==> src/rtl/bpc_pkg.sv <==
package bpc_pkg;

  localparam int DefMaxTracks = 16;

  localparam int CountW = 5;
  localparam int CodeW  = 4;
  localparam int ModeW  = 2;
  localparam int TrackOutW = 4;

  localparam logic [CountW-1:0] TrackCountRst = 5'd14;

  // player mode codes, as seen on player_mode
  localparam logic [ModeW-1:0] ModePaused  = 2'd0;
  localparam logic [ModeW-1:0] ModeStopped = 2'd1;
  localparam logic [ModeW-1:0] ModePlaying = 2'd2;

  // button codes, active low
  localparam logic [CodeW-1:0] CodeReleased = 4'hF;
  localparam logic [CodeW-1:0] CodePrev     = 4'd7;
  localparam logic [CodeW-1:0] CodeStop     = 4'd11;
  localparam logic [CodeW-1:0] CodeToggle   = 4'd13;
  localparam logic [CodeW-1:0] CodeNext     = 4'd14;

  localparam logic OpSample   = 1'b0;
  localparam logic OpTrackEnd = 1'b1;

  typedef struct packed {
    logic             held;
    logic [CodeW-1:0] code;
    logic [ModeW-1:0] mode;
  } bpc_state_t;

  typedef struct packed {
    logic reload;
    logic applied;
  } bpc_flags_t;

endpackage

==> src/rtl/bpc_in_if.sv <==
interface bpc_in_if;
  logic       valid;
  logic       ready;
  logic       op;
  logic [3:0] button_sample;

  modport source (output valid, output op, output button_sample, input ready);
  modport sink (input valid, input op, input button_sample, output ready);
endinterface

==> src/rtl/bpc_out_if.sv <==
interface bpc_out_if;
  logic       valid;
  logic       ready;
  logic [1:0] player_mode;
  logic [3:0] track_number;
  logic       reload_track;
  logic       command_applied;
  logic       button_held;

  modport source (
    output valid, output player_mode, output track_number, output reload_track,
    output command_applied, output button_held, input ready
  );
  modport sink (
    input valid, input player_mode, input track_number, input reload_track,
    input command_applied, input button_held, output ready
  );
endinterface

==> src/rtl/bpc_step.sv <==
module bpc_step #(
  parameter int MAX_TRACKS = bpc_pkg::DefMaxTracks,
  localparam int TW = $clog2(MAX_TRACKS)
) (
  input  logic [bpc_pkg::CountW-1:0] track_count_i,
  input  logic                       op_i,
  input  logic [bpc_pkg::CodeW-1:0]  sample_i,
  input  bpc_pkg::bpc_state_t        state_i,
  input  logic [TW-1:0]              track_i,
  output bpc_pkg::bpc_state_t        state_o,
  output logic [TW-1:0]              track_o,
  output bpc_pkg::bpc_flags_t        flags_o
);
  import bpc_pkg::*;

  localparam int CW = $clog2(MAX_TRACKS + 1);
  localparam int NW = (CW > CountW) ? CW : CountW;

  logic [NW-1:0]    count_ext;
  logic [NW-1:0]    n_eff;
  logic [NW-1:0]    track_ext;
  logic [NW-1:0]    track_inc;
  logic [TW-1:0]    track_prev;
  logic [TW-1:0]    track_next;
  logic [ModeW-1:0] mode_keep;

  // clamp the track count to 1..MAX_TRACKS
  always_comb begin
    count_ext = NW'(track_count_i);
    if (count_ext == '0) begin
      n_eff = NW'(1);
    end else if (count_ext > NW'(MAX_TRACKS)) begin
      n_eff = NW'(MAX_TRACKS);
    end else begin
      n_eff = count_ext;
    end
  end

  assign track_ext  = NW'(track_i);
  assign track_inc  = track_ext + NW'(1);
  assign track_prev = (track_i == '0) ? TW'(n_eff - NW'(1)) : track_i - TW'(1);
  assign track_next = (track_inc >= n_eff) ? '0 : TW'(track_inc);
  assign mode_keep  = (state_i.mode == ModePlaying) ? ModePlaying : ModeStopped;

  always_comb begin
    state_o = state_i;
    track_o = track_i;
    flags_o = '0;
    if (op_i == OpTrackEnd) begin
      state_o.mode   = ModeStopped;
      flags_o.reload = 1'b1;
    end else if (!state_i.held && sample_i != CodeReleased) begin
      state_o.held = 1'b1;
      state_o.code = sample_i;
    end else if (state_i.held && sample_i == CodeReleased) begin
      state_o.held    = 1'b0;
      state_o.code    = CodeReleased;
      flags_o.applied = 1'b1;
      case (state_i.code)
        CodePrev: begin
          track_o        = track_prev;
          state_o.mode   = mode_keep;
          flags_o.reload = 1'b1;
        end
        CodeStop: begin
          state_o.mode = ModeStopped;
        end
        CodeToggle: begin
          if (state_i.mode == ModePaused || state_i.mode == ModeStopped) begin
            state_o.mode = ModePlaying;
          end else if (state_i.mode == ModePlaying) begin
            state_o.mode = ModePaused;
          end
        end
        CodeNext: begin
          track_o        = track_next;
          state_o.mode   = mode_keep;
          flags_o.reload = 1'b1;
        end
        default: begin
          // several buttons at once: no change beyond the applied pulse
        end
      endcase
    end
  end

endmodule

==> src/rtl/button_player_control.sv <==
// An input transfer loads its result into the output register at the same clock edge.
// Throughput: one item per cycle unless the output stalls; the player state updates
// at the input transfer, so each item sees the state left by the one before it.
// Reset (rst_ni low, asynchronous): stopped, track 0, no press held, track_count 14,
// output register empty.
module button_player_control #(
  parameter int MAX_TRACKS = bpc_pkg::DefMaxTracks
) (
  input  logic                       clk_i,
  input  logic                       rst_ni,
  input  logic                       cfg_we_i,
  input  logic [bpc_pkg::CountW-1:0] cfg_wdata_i,
  bpc_in_if.sink                     in_ch_i,
  bpc_out_if.source                  out_ch_o
);
  import bpc_pkg::*;

  localparam int TW  = $clog2(MAX_TRACKS);
  localparam int XW  = (TW > TrackOutW) ? TW : TrackOutW;

  logic [CountW-1:0] track_count_q;
  bpc_state_t        state_q, state_d;
  logic [TW-1:0]     track_q, track_d;
  bpc_flags_t        flags_d;

  logic              out_valid_q;
  logic [ModeW-1:0]  mode_out_q;
  logic [TrackOutW-1:0] track_out_q;
  bpc_flags_t        flags_out_q;
  logic              held_out_q;

  logic in_xfer;
  logic [XW-1:0] track_wide;

  assign in_ch_i.ready = !out_valid_q || out_ch_o.ready;
  assign in_xfer       = in_ch_i.valid && in_ch_i.ready;

  bpc_step #(
    .MAX_TRACKS(MAX_TRACKS)
  ) u_step (
    .track_count_i(track_count_q),
    .op_i         (in_ch_i.op),
    .sample_i     (in_ch_i.button_sample),
    .state_i      (state_q),
    .track_i      (track_q),
    .state_o      (state_d),
    .track_o      (track_d),
    .flags_o      (flags_d)
  );

  assign track_wide = XW'(track_d);

  always_ff @(posedge clk_i or negedge rst_ni) begin
    if (!rst_ni) begin
      track_count_q <= TrackCountRst;
    end else if (cfg_we_i) begin
      track_count_q <= cfg_wdata_i;
    end
  end

  always_ff @(posedge clk_i or negedge rst_ni) begin
    if (!rst_ni) begin
      state_q <= '{held: 1'b0, code: '0, mode: ModeStopped};
      track_q <= '0;
    end else if (in_xfer) begin
      state_q <= state_d;
      track_q <= track_d;
    end
  end

  always_ff @(posedge clk_i or negedge rst_ni) begin
    if (!rst_ni) begin
      out_valid_q <= 1'b0;
    end else if (in_xfer) begin
      out_valid_q <= 1'b1;
    end else if (out_ch_o.ready) begin
      out_valid_q <= 1'b0;
    end
  end

  // result payload: load on input transfer, hold otherwise
  always_ff @(posedge clk_i) begin
    if (in_xfer) begin
      mode_out_q  <= state_d.mode;
      track_out_q <= track_wide[TrackOutW-1:0];
      flags_out_q <= flags_d;
      held_out_q  <= state_d.held;
    end
  end

  assign out_ch_o.valid           = out_valid_q;
  assign out_ch_o.player_mode     = mode_out_q;
  assign out_ch_o.track_number    = track_out_q;
  assign out_ch_o.reload_track    = flags_out_q.reload;
  assign out_ch_o.command_applied = flags_out_q.applied;
  assign out_ch_o.button_held     = held_out_q;

`ifndef SYNTH
  a_xfer_fills_out: assert property (@(posedge clk_i) disable iff (!rst_ni)
    in_xfer |=> out_valid_q)
    else $error("input transfer did not load the output register");

  a_track_end_stops: assert property (@(posedge clk_i) disable iff (!rst_ni)
    in_xfer && in_ch_i.op == OpTrackEnd |=>
      flags_out_q.reload && mode_out_q == ModeStopped && !flags_out_q.applied)
    else $error("track end did not stop the player with a reload");

  a_applied_releases: assert property (@(posedge clk_i) disable iff (!rst_ni)
    out_valid_q && flags_out_q.applied |-> !held_out_q)
    else $error("applied command left a press held");

  a_mode_legal: assert property (@(posedge clk_i) disable iff (!rst_ni)
    state_q.mode == ModePaused || state_q.mode == ModeStopped ||
    state_q.mode == ModePlaying)
    else $error("player mode register holds an unused code");
`endif

endmodule

==> src/flat_wrapper.sv <==
// flat-port wrapper written by rule: the top's interface ports become plain ports
module button_player_control_flat import bpc_pkg::*;
#(
  parameter int MAX_TRACKS = bpc_pkg::DefMaxTracks
)
  (clk_i, rst_ni, cfg_we_i, cfg_wdata_i, in_ch_i_valid, in_ch_i_op, in_ch_i_button_sample, in_ch_i_ready, out_ch_o_valid, out_ch_o_player_mode, out_ch_o_track_number, out_ch_o_reload_track, out_ch_o_command_applied, out_ch_o_button_held, out_ch_o_ready);
  bpc_in_if in_ch_i_i ();
  bpc_out_if out_ch_o_i ();
  input  logic clk_i;
  input  logic rst_ni;
  input  logic cfg_we_i;
  input  logic [bpc_pkg::CountW-1:0] cfg_wdata_i;
  input wire logic [$bits(in_ch_i_i.valid)-1:0] in_ch_i_valid;
  input wire logic [$bits(in_ch_i_i.op)-1:0] in_ch_i_op;
  input wire logic [$bits(in_ch_i_i.button_sample)-1:0] in_ch_i_button_sample;
  output wire logic [$bits(in_ch_i_i.ready)-1:0] in_ch_i_ready;
  output wire logic [$bits(out_ch_o_i.valid)-1:0] out_ch_o_valid;
  output wire logic [$bits(out_ch_o_i.player_mode)-1:0] out_ch_o_player_mode;
  output wire logic [$bits(out_ch_o_i.track_number)-1:0] out_ch_o_track_number;
  output wire logic [$bits(out_ch_o_i.reload_track)-1:0] out_ch_o_reload_track;
  output wire logic [$bits(out_ch_o_i.command_applied)-1:0] out_ch_o_command_applied;
  output wire logic [$bits(out_ch_o_i.button_held)-1:0] out_ch_o_button_held;
  input wire logic [$bits(out_ch_o_i.ready)-1:0] out_ch_o_ready;
  assign in_ch_i_i.valid = in_ch_i_valid;
  assign in_ch_i_i.op = in_ch_i_op;
  assign in_ch_i_i.button_sample = in_ch_i_button_sample;
  assign in_ch_i_ready = in_ch_i_i.ready;
  assign out_ch_o_valid = out_ch_o_i.valid;
  assign out_ch_o_player_mode = out_ch_o_i.player_mode;
  assign out_ch_o_track_number = out_ch_o_i.track_number;
  assign out_ch_o_reload_track = out_ch_o_i.reload_track;
  assign out_ch_o_command_applied = out_ch_o_i.command_applied;
  assign out_ch_o_button_held = out_ch_o_i.button_held;
  assign out_ch_o_i.ready = out_ch_o_ready;
  button_player_control #(.MAX_TRACKS(MAX_TRACKS)) u_core (.clk_i(clk_i), .rst_ni(rst_ni), .cfg_we_i(cfg_we_i), .cfg_wdata_i(cfg_wdata_i), .in_ch_i(in_ch_i_i), .out_ch_o(out_ch_o_i));
endmodule
==> config.mk <==
export PLATFORM = sky130hd
export DESIGN_NAME = button_player_control_flat
export DESIGN_NICKNAME = d
export VERILOG_FILES = /design/src/rtl/bpc_pkg.sv /design/src/rtl/bpc_in_if.sv /design/src/rtl/bpc_out_if.sv /design/src/rtl/bpc_step.sv /design/src/rtl/button_player_control.sv /design/src/flat_wrapper.sv
export SDC_FILE = /design/constraint.sdc
export NUM_CORES = 1
export LEC_CHECK = 0
export BUFFER_PORTS_ARGS = -buffer_cell sky130_fd_sc_hd__buf_2
export CAP_MARGIN = 20
export CORE_ASPECT_RATIO = 1.25
export CORE_UTILIZATION = 50
export DETAILED_ROUTE_END_ITERATION = 10
export PLACE_DENSITY_LB_ADDON = 0.15
export SKIP_LAST_GASP = 1
export SYNTH_ARGS = -nofsm -noshare
export SYNTH_HDL_FRONTEND = slang
export SYNTH_SLANG_ARGS = --single-unit
==> constraint.sdc <==
create_clock -name clk_i -period 6.8 [get_ports clk_i]
set_clock_uncertainty 0.05 [all_clocks]
set_input_delay 1.36 -clock clk_i [delete_from_list [all_inputs] [get_ports clk_i]]
set_output_delay 1.36 -clock clk_i [all_outputs]
set_load 0.02 [all_outputs]
# ---- Word-level counts from Yosys, hierarchy flattened
# Cells that the tools add are included.
dict set report word_totals {
  register_bits 26
  latch_bits 0
  ram_bits 0
  romBits 0
  out_inout_bits 11
  n_memories 0
}
dict set report op_classes {
  n_addsub 3
  n_mul 0
  div 0
  magnitude_cmp 2
  n_eq_ne 8
  shifts 0
  mux 22
  bitwise_logic 1
  n_reduce_logical 15
}
# op n
set op_table {}
lappend op_table {{$mux 4} 5}
lappend op_table {{$mux 5} 4}
lappend op_table {{$eq 4x4->1 const B} 4}
lappend op_table {{$mux 2} 7}
lappend op_table {{$pmux 4 s2} 1}
lappend op_table {{$sub 4x1->4 const B} 2}
lappend op_table {{$mux 7} 1}
lappend op_table {{$pmux 2 s3} 1}
lappend op_table {{$add 4x1->5 const B} 1}
lappend op_table {{$ge 5x5->1} 1}
lappend op_table {{$gt 5x5->1 const B} 1}
lappend op_table {{$logic_not 5->1} 1}
lappend op_table {{$eq 4x3->1 const B} 1}
lappend op_table {{$logic_not 4->1} 1}
lappend op_table {{$ne 4x4->1 const B} 1}
lappend op_table {{$reduce_bool 2->1} 2}
lappend op_table {{$reduce_or 2->1} 2}
lappend op_table {{$logic_and 1x1->1} 3}
lappend op_table {{$mux 1} 3}
lappend op_table {{$reduce_and 3->1} 1}
lappend op_table {{$eq 2x1->1 const B} 1}
lappend op_table {{$eq 2x2->1 const B} 1}
lappend op_table {{$logic_not 1->1} 2}
lappend op_table {{$logic_not 2->1} 1}
lappend op_table {{other kinds (2)} 3}

# ---- Logic depth before layout (Yosys ltp)
# Gate-level depths: netlist of the first run.
dict set report depth {
  ltp_word 9
  ltp_mapped 10
}

# ---- Modules after synthesis
# Synthesis of the first run repeated with hierarchy kept, for this count alone.
dict set report unflattened {
  cells_unflattened 150
  area_unflattened_um2 1666.6
}
# module n_inst cells_per_inst area_per_inst_um2
set by_module_without_submodules {}
lappend by_module_without_submodules {button_player_control 1 47 962.2}
lappend by_module_without_submodules {bpc_step 1 103 704.4}

# ---- Worst setup path before layout of the first run
# OpenSTA, ideal clock, no wires.
dict set report synth_path {
  kind {input port to flip-flop}
  startpoint {input in_ch_i_button_sample[2]}
  endpoint {register u_core.track_q[3]}
  setup_ps 130
  arrival_time_ps 2892
  required_ps 6620
  setup_slack_ps 3728
  stages 9
  n_path_buf 0
  path_cell_list {nand4_1 > ha_1 > nor2b_2 > nand2_1 > inv_1 > nand4_1 > nand2b_1 > a32oi_1 > o31ai_2}
}
dict set report synth_via {
  elab_chain_cells 5
  elab_cells_between_ends 7
  classes_between {eq/ne: 2; mux: 3; reduce/logical: 2}
}
# element line
set synth_lines {}
lappend synth_lines {{start, declared} flat_wrapper.sv:15} ;# input wire logic [$bits(in_ch_i_i.button_sample)-1:0] in_ch_i_button_sample;
lappend synth_lines {{$eq 4x4->1} bpc_step.sv:55} ;# end else if (state_i.held && sample_i == CodeReleased) begin
lappend synth_lines {{$logic_and 1x1->1} bpc_step.sv:55}
lappend synth_lines {{$mux 4} bpc_step.sv:55}
lappend synth_lines {{$mux 4 (*)} bpc_step.sv:52} ;# end else if (!state_i.held && sample_i != CodeReleased) begin
lappend synth_lines {{$mux 4 (*)} bpc_step.sv:49} ;# if (op_i == OpTrackEnd) begin
lappend synth_lines {{end signal, assigned} button_player_control.sv:67} ;# track_q <= track_d;
lappend synth_lines {{end, declared} button_player_control.sv:23} ;# logic [TW-1:0] track_q, track_d;
# Every way passes the cells marked *; elsewhere a longest branch is shown, timed or not.
# A chain may end at the register's enable or synchronous reset.

# ---- Worst setup path after layout of the first run
dict set report layout_path {
  startpoint {input out_ch_o_ready}
  endpoint {output in_ch_i_ready}
}
dict set report layout_via {
  elab_chain_cells 1
}
# element line
set layout_lines {}
lappend layout_lines {{start, declared} flat_wrapper.sv:23} ;# input wire logic [$bits(out_ch_o_i.ready)-1:0] out_ch_o_ready;
lappend layout_lines {{$logic_or 1x1->1} button_player_control.sv:35} ;# assign in_ch_i.ready = !out_valid_q || out_ch_o.ready;
lappend layout_lines {{end, declared} flat_wrapper.sv:16} ;# output wire logic [$bits(in_ch_i_i.ready)-1:0] in_ch_i_ready;
# Every way passes these cells.

==> results of run 1 <==
-- where the power goes --
part	switching, uW	leakage, uW	total, uW	internal (uW)
Clock	44.6	0.0000210	77.4	32.7
Sequential	39.7	0.000278	224	184
Combinational	78.6	0.000459	135	56.6
-- Yosys cell counts --
cell / n
buf_2: 3
or3_1: 2
nand4_1: 4
nor2_1: 11
o32a_1: 1
and3_1: 2
edfxtp_1: 9
xor2_1: 2
o311ai_4: 1
a32oi_1: 3
mux2_2: 3
a31oi_1: 3
a21oi_1: 23
dfstp_2: 4
nor4bb_1: 1
or3b_1: 1
clkbuf_1: 2
inv_1: 15
nand2_1: 16
xnor2_1: 4
ha_1: 10
dfrtp_1: 13
nand2b_1: 5
nand3_1: 2
a41oi_1: 1
and3b_1: 1
nor2b_2: 1
o21ai_0: 8
mux2i_1: 1
nor3_1: 5
o22ai_1: 6
o31ai_2: 1
a211oi_1: 1
o31a_1: 1
nor2b_1: 3
o31ai_1: 3
-- placed cells by master, fill, tap and decap left out, types with 2 or more instances in the layout --
cell,n
a21oi_1,23
a31oi_1,3
a32oi_1,3
and3_1,2
buf_2,25
clkbuf_4,3
dfrtp_1,13
dfstp_2,4
edfxtp_1,9
ha_1,10
inv_1,15
mux2_2,3
nand2_1,16
nand2b_1,5
nand3_1,2
nand4_1,4
nor2_1,11
nor2b_1,3
nor3_1,5
o21ai_0,8
o22ai_1,6
o31ai_1,3
or3_1,2
xnor2_1,4
xor2_1,2
-- stage by stage --
step | std cells | setup slack, ns | area [um2] | power, uW
6_report | 232 | 3.62 | 1790 | 436
5_1_grt | 232 | 3.43 | 1790 | 464
4_1_cts | 232 | 3.62 | 1790 | 436
3_5_place_dp | 228 | 3.36 | 1760 | 359
3_3_place_gp | 228 | 3.46 | 1760 | 352
2_1_floorplan | 172 | 3.73 | 1610 | 322
-- metal layers --
layer | vias to the layer above | wire [um]
met1 | 666 | 1440
met2 | 54 | 1740
met4 | 0 | 48
met3 | 6 | 171
li1 | 674 | -
met5 | - | 0
-- logic make-up (layout without fill, tap and decap cells) --
kind of cell / count (synthesis) / after routing / synth area share (%)
fa+ha+maj: 10 / 10 / 7.78
compound gates: 52 / 52 / 20.8
buf+inv: 20 / 44 / 4.90
flops: 26 / 26 / 43.6
xor+xnor: 6 / 6 / 3.27
mux: 4 / 4 / 2.72
simple gates: 54 / 54 / 17.0
-- registers in the layout (all words and copies together), names as in the netlist --
name / count
u_core.state_q: 7
u_core.out_ch_o.valid: 1
u_core.out_ch_o.command_applied: 1
u_core.out_ch_o.player_mode: 2
u_core.track_count_q: 5
u_core.out_ch_o.track_number: 4
u_core.out_ch_o.button_held: 1
u_core.out_ch_o.reload_track: 1
u_core.track_q: 4
-- final timing paths --
kind,endpoint,cells after the start,slack (ns),start
min,u_core.out_ch_o.valid,2,0.50,u_core.out_ch_o.valid
max reg2reg,u_core.out_ch_o.track_number[2],8,4.04,u_core.track_count_q[1]
max,in_ch_i_ready,3,3.62,out_ch_o_ready
min in group asynchronous,u_core.state_q[5],1,0.90,rst_ni
min reg2reg,u_core.out_ch_o.valid,2,0.50,u_core.out_ch_o.valid
max in group asynchronous,u_core.state_q[0],1,5.47,rst_ni
-- area by class of cell --
class                   instances  area (um2)  share of cell area [%]
clock buffers                   4        36.3                    2.03
inverters                      15        56.3                    3.14
multi-input cells             126         828                    46.2
flip-flops and latches         26         701                    39.1
well taps                      36        45.0                    2.51
repair buffers                 25         125                    6.98
-- critical path, stage by stage --
cell	delay [ns]
buf_2	0.09
nand2b_1	0.15
buf_2	0.17
==> impl_metrics.ini, run 1 <==
[run_status]
status = complete, no violations

[setup_path]
critical_path_required_ns = 5.39
worstSetupPathType = input port to output port
endpoint_kind = output port
critPathMaxFanout = 3
startpoint_type = input port
worstPathArrival_ns = 1.77

[global_route]
grt_use_met3_pct = 2.31
grt_util_met2_pct = 37.5
grt_pass1_wl_um = 5750
grt_pass1_vias = 1329
top_usage_layer = met2
grt_max_degree = 18
overflow = 0
met1_usage_pct = 28.7
grt_usage_pct = 22.3
antenna_found_initial = 0

[timing]
setup_viol = 0
drv_slew = 0
hold_violations = 0
worst_pin_slew_ns = 0.698
fin_crit_sh_pct = 46.7
rsz0062_at_grt = false
whs_ns = 0.499
min_period_ns = 3.18
max-slew-margin-rel_pct = 53.1
final.setup.tns_ns = 0
timing.fmax_ghz = 0.315

[clock_network]
clockRootBuffer = clkbuf_4
cts.sinks = 26
cts_max_level = 1
clock_latency_ns = 0.32
ctsHoldBuffers = 0
clkTransAtPathRegs_ns = 0.14
postCtsResizedCells = 0
cts_max_path_buffers = 2
cts_tree = yes
cts_made_buffers = 3
post_cts_buffers = 0

[cells_and_area]
syn2layout_area_growth_pct = 11.4
nFillCells = 250
final_util_pct = 59.7
nets = 222
layout-drive-gt1-share_pct = 19.9
antenna_cells = 0

[synth]
synthTopCellsByArea = dfrtp_1, edfxtp_1, ha_1
avgSynthCellArea_um2 = 9.35
synth_nets = 197
synthCells = 172
synth_largest_area_cell = dfrtp_1
synth_seq_cells = 26
synth.cell_area_um2 = 1610
ys_types = 36
ys_warn_count = 0
netlist.area_leader.share_pct = 20.2
seq_area_frac_synth_pct = 43.6

[power]
leakage_uw = 0.000758
ir_drop_mv = 0.146
power.density_nw_per_um2 = 243

[route]
drc = 0
viasPerCell = 6.03
vias = 1400
post_drt_wl_per_cell_um = 14.7
dr.pass1.iters = 4
ant_nets = 0
drt_iter0_drc = 47
routed_wirelength_um = 3400

[placement]
hpwlAfterDp_um = 2580
gp_congestion = 0.862
port_buffers = 25

[floorplan]
core_um2 = 3000
ioPinCount = 26
dieWidth_um = 52.7
initial_utilization_pct = 53.6
die_area_um2 = 3450
die_y_um = 65.4
rows = 22

[flow_run]
cap_viol_max_count = 0

[min_path]
hold_path.class = flip-flop to flip-flop
Power figures use the tool's default switching activity.
==> run 2, diff against run 1 <==
- ABC_AREA: default -> 1
- clock period: 6.8 -> 2.8 ns (I/O delays scaled with it)
==> run 2 against run 1 <==
Effect of this change: largest power group unchanged; via count is 2.7% lower; utilization about the same; critical endpoint is now u_core.track_q[0]; global-route usage decreased by 1.3 points; highest routed layer unchanged; count of clock-buffer cells in the layout stayed put.
==> impl_metrics.ini, run 2 <==
[route]
drt_iter0_drc = 21
ant_nets = 0
post_drt_wl_per_cell_um = 11.9
routed_wirelength_um = 3120
dr.pass1.iters = 4
drc = 0
vias = 1362
viasPerCell = 5.22

[setup_path]
worstPathArrival_ns = 2.68
crit_chain = ha_1, xnor2_1, inv_1, ha_1, a21oi_1, o21ai_0, nor2_1, nand3_1, o21ai_0, nand2_1, nand2_1, nand2_1, nand2_1
max_stage_delay_ns = 0.49
worstSetupPathType = flip-flop to flip-flop
critical_path_required_ns = 3.02
startpoint_type = flip-flop
path_buf_inv = 1
crit_family = simple AND/OR/NAND/NOR gates
endpoint_kind = flip-flop
crit_path_frequent_cell = nand2_1
critPathMaxFanout = 6
cp_slowest_cell = dfrtp_1

[cells_and_area]
layout-drive-gt1-share_pct = 22.7
antenna_cells = 0
largest_register_ffs = 7
final_cell_mix = nand2_1, buf_2, inv_1
final_common_cell = nand2_1
design_area_um2 = 1790
regMostFlops = u_core.state_q
syn2layout_area_growth_pct = 11.3
reg_top3 = u_core.state_q: 7 flops, u_core.track_count_q: 5 flops
final_cells = 261
nFillCells = 287
nets = 251

[synth]
ys_dominant_reg_cell = dfrtp_1
synth.cell_area_um2 = 1610
synth_nets = 223
synth-edff-count = 9
netlist.area_leader.share_pct = 20.2
ys_warn_count = 0
yosys-top-cells-count = nand2_1, inv_1, o21ai_0
ys_types = 31
async_flop_share_pct = 65.4
yosysMostFrequentCell = nand2_1
seq_area_frac_synth_pct = 43.5
avgSynthCellArea_um2 = 8.14
synthCells = 198
synth_seq_cells = 26
synth_largest_area_cell = dfrtp_1
synthTopCellsByArea = dfrtp_1, edfxtp_1, nand2_1

[power]
leakage_uw = 0.000901
total_power_uw = 908
ir_drop_mv = 0.405
internal-power_uw = 598
p_switching_uw = 310
p_sw_share_pct = 34.2
pwr-share-seq_pct = 53.1
power.density_nw_per_um2 = 507
clkPwrFrac_pct = 17.7
combPwrFrac_pct = 29.2

[floorplan]
die_y_um = 65.5
ioPinCount = 26
rows = 22
core_um2 = 3000
die_area_um2 = 3460
initial_utilization_pct = 53.7
dieWidth_um = 52.8

[clock_network]
clock_latency_ns = 0.32
cts_tree = yes
post_cts_buffers = 0
clkTransAtPathRegs_ns = 0.13
ctsHoldBuffers = 0
postCtsResizedCells = 0
cts_max_level = 1
cts.sinks = 26
cts_max_path_buffers = 2
cts_made_buffers = 3
clockRootBuffer = clkbuf_4

[min_path]
hold_path.class = input port to asynchronous set/reset pin

[placement]
post_dp_cell_area_um2 = 1770
port_buffers = 25
dpl.cell_count = 257
hpwlAfterDp_um = 2530
dp_slack_ns = 0.351
gp_congestion = 0.826

[run_status]
status = complete, no violations

[timing]
fin_ws_ns = 0.337
drv_slew = 0
max-slew-margin-rel_pct = 66.3
hold_violations = 0
min_period_ns = 2.46
fin_crit_sh_pct = 88.0
timing.fmax_ghz = 0.406
worst_pin_slew_ns = 0.503
setup_viol = 0
rsz0062_at_grt = false
final.setup.tns_ns = 0

[global_route]
grt_max_degree = 18
grt_usage_pct = 21.0
grt_pass1_vias = 1249
grt_pass1_wl_um = 5230
antenna_found_initial = 0
overflow = 0

[flow_run]
cap_viol_max_count = 0
==> run 2: layout make-up <==
class                           instances  area, um2  area share [%]
Inverter                               28        105            5.86
Tap cell                               36       45.0            2.51
Sequential cell                        26        701            39.1
Multi-Input combinational cell        142        791            44.1
Timing Repair Buffer                   25        125            6.98
Clock buffer                            4       26.3            1.47
==> run 2: logic make-up after synthesis <==
family | Yosys count | synth area share (%)
AO/OA/AOI/OAI | 25 | 9.01
adder cells (fa/ha/maj) | 10 | 7.76
flip-flops | 26 | 43.5
multiplexers | 3 | 2.10
XOR/XNOR | 2 | 1.09
AND/OR/NAND/NOR | 102 | 29.1
buffers and inverters | 30 | 7.45
==> run 2: metrics by stage <==
stage | hold WS, ns | util, %
after detailed placement | 0.438 | 58.9
final | 0.0906 | 59.8
after floorplan | 0.214 | -
after global placement | 0.427 | 58.9
after CTS | 0.100 | 59.8
after global routing | 0.103 | 59.8
==> run 2: power groups by stage <==
stage	Clock (uW)	Sequential, uW	Combinational, uW
global placement	0	490	257
CTS	164	483	268
detailed placement	0	491	267
global route	178	491	305
floorplan	0	494	191
finish	161	482	265
==> run 2: worst paths after layout <==
kind,to,cells after the start,start,slack [ns]
setup / recovery,u_core.track_q[0],13,u_core.track_q[0],0.34
hold / removal,u_core.state_q[1],1,rst_ni,0.09
setup reg to reg,u_core.track_q[0],13,u_core.track_q[0],0.34
hold reg to reg,u_core.track_count_q[1],2,u_core.track_count_q[1],0.45
max in group asynchronous,u_core.track_count_q[2],1,rst_ni,2.28
min in group clk_i,u_core.track_count_q[1],3,cfg_wdata_i[1],0.39
==> run 2: per-layer routing <==
layer	vias up	global-route usage (%)	part of all wire [%]
li1	698	-	-
met1	633	22.2	41
met3	5	2.78	2.9
met2	26	40.2	54
met5	-	0	0
met4	0	7.89	1.5
==> run 2: worst reg2reg max path, delay by kind of cell, from the launching register on <==
kind                     cells  cell delay, ns
flip-flops                   1            0.49
XOR/XNOR                     1            0.14
buffers and inverters        1            0.08
AO/OA/AOI/OAI                3            0.43
AND/OR/NAND/NOR              6            0.62
adder cells (fa/ha/maj)      2            0.61
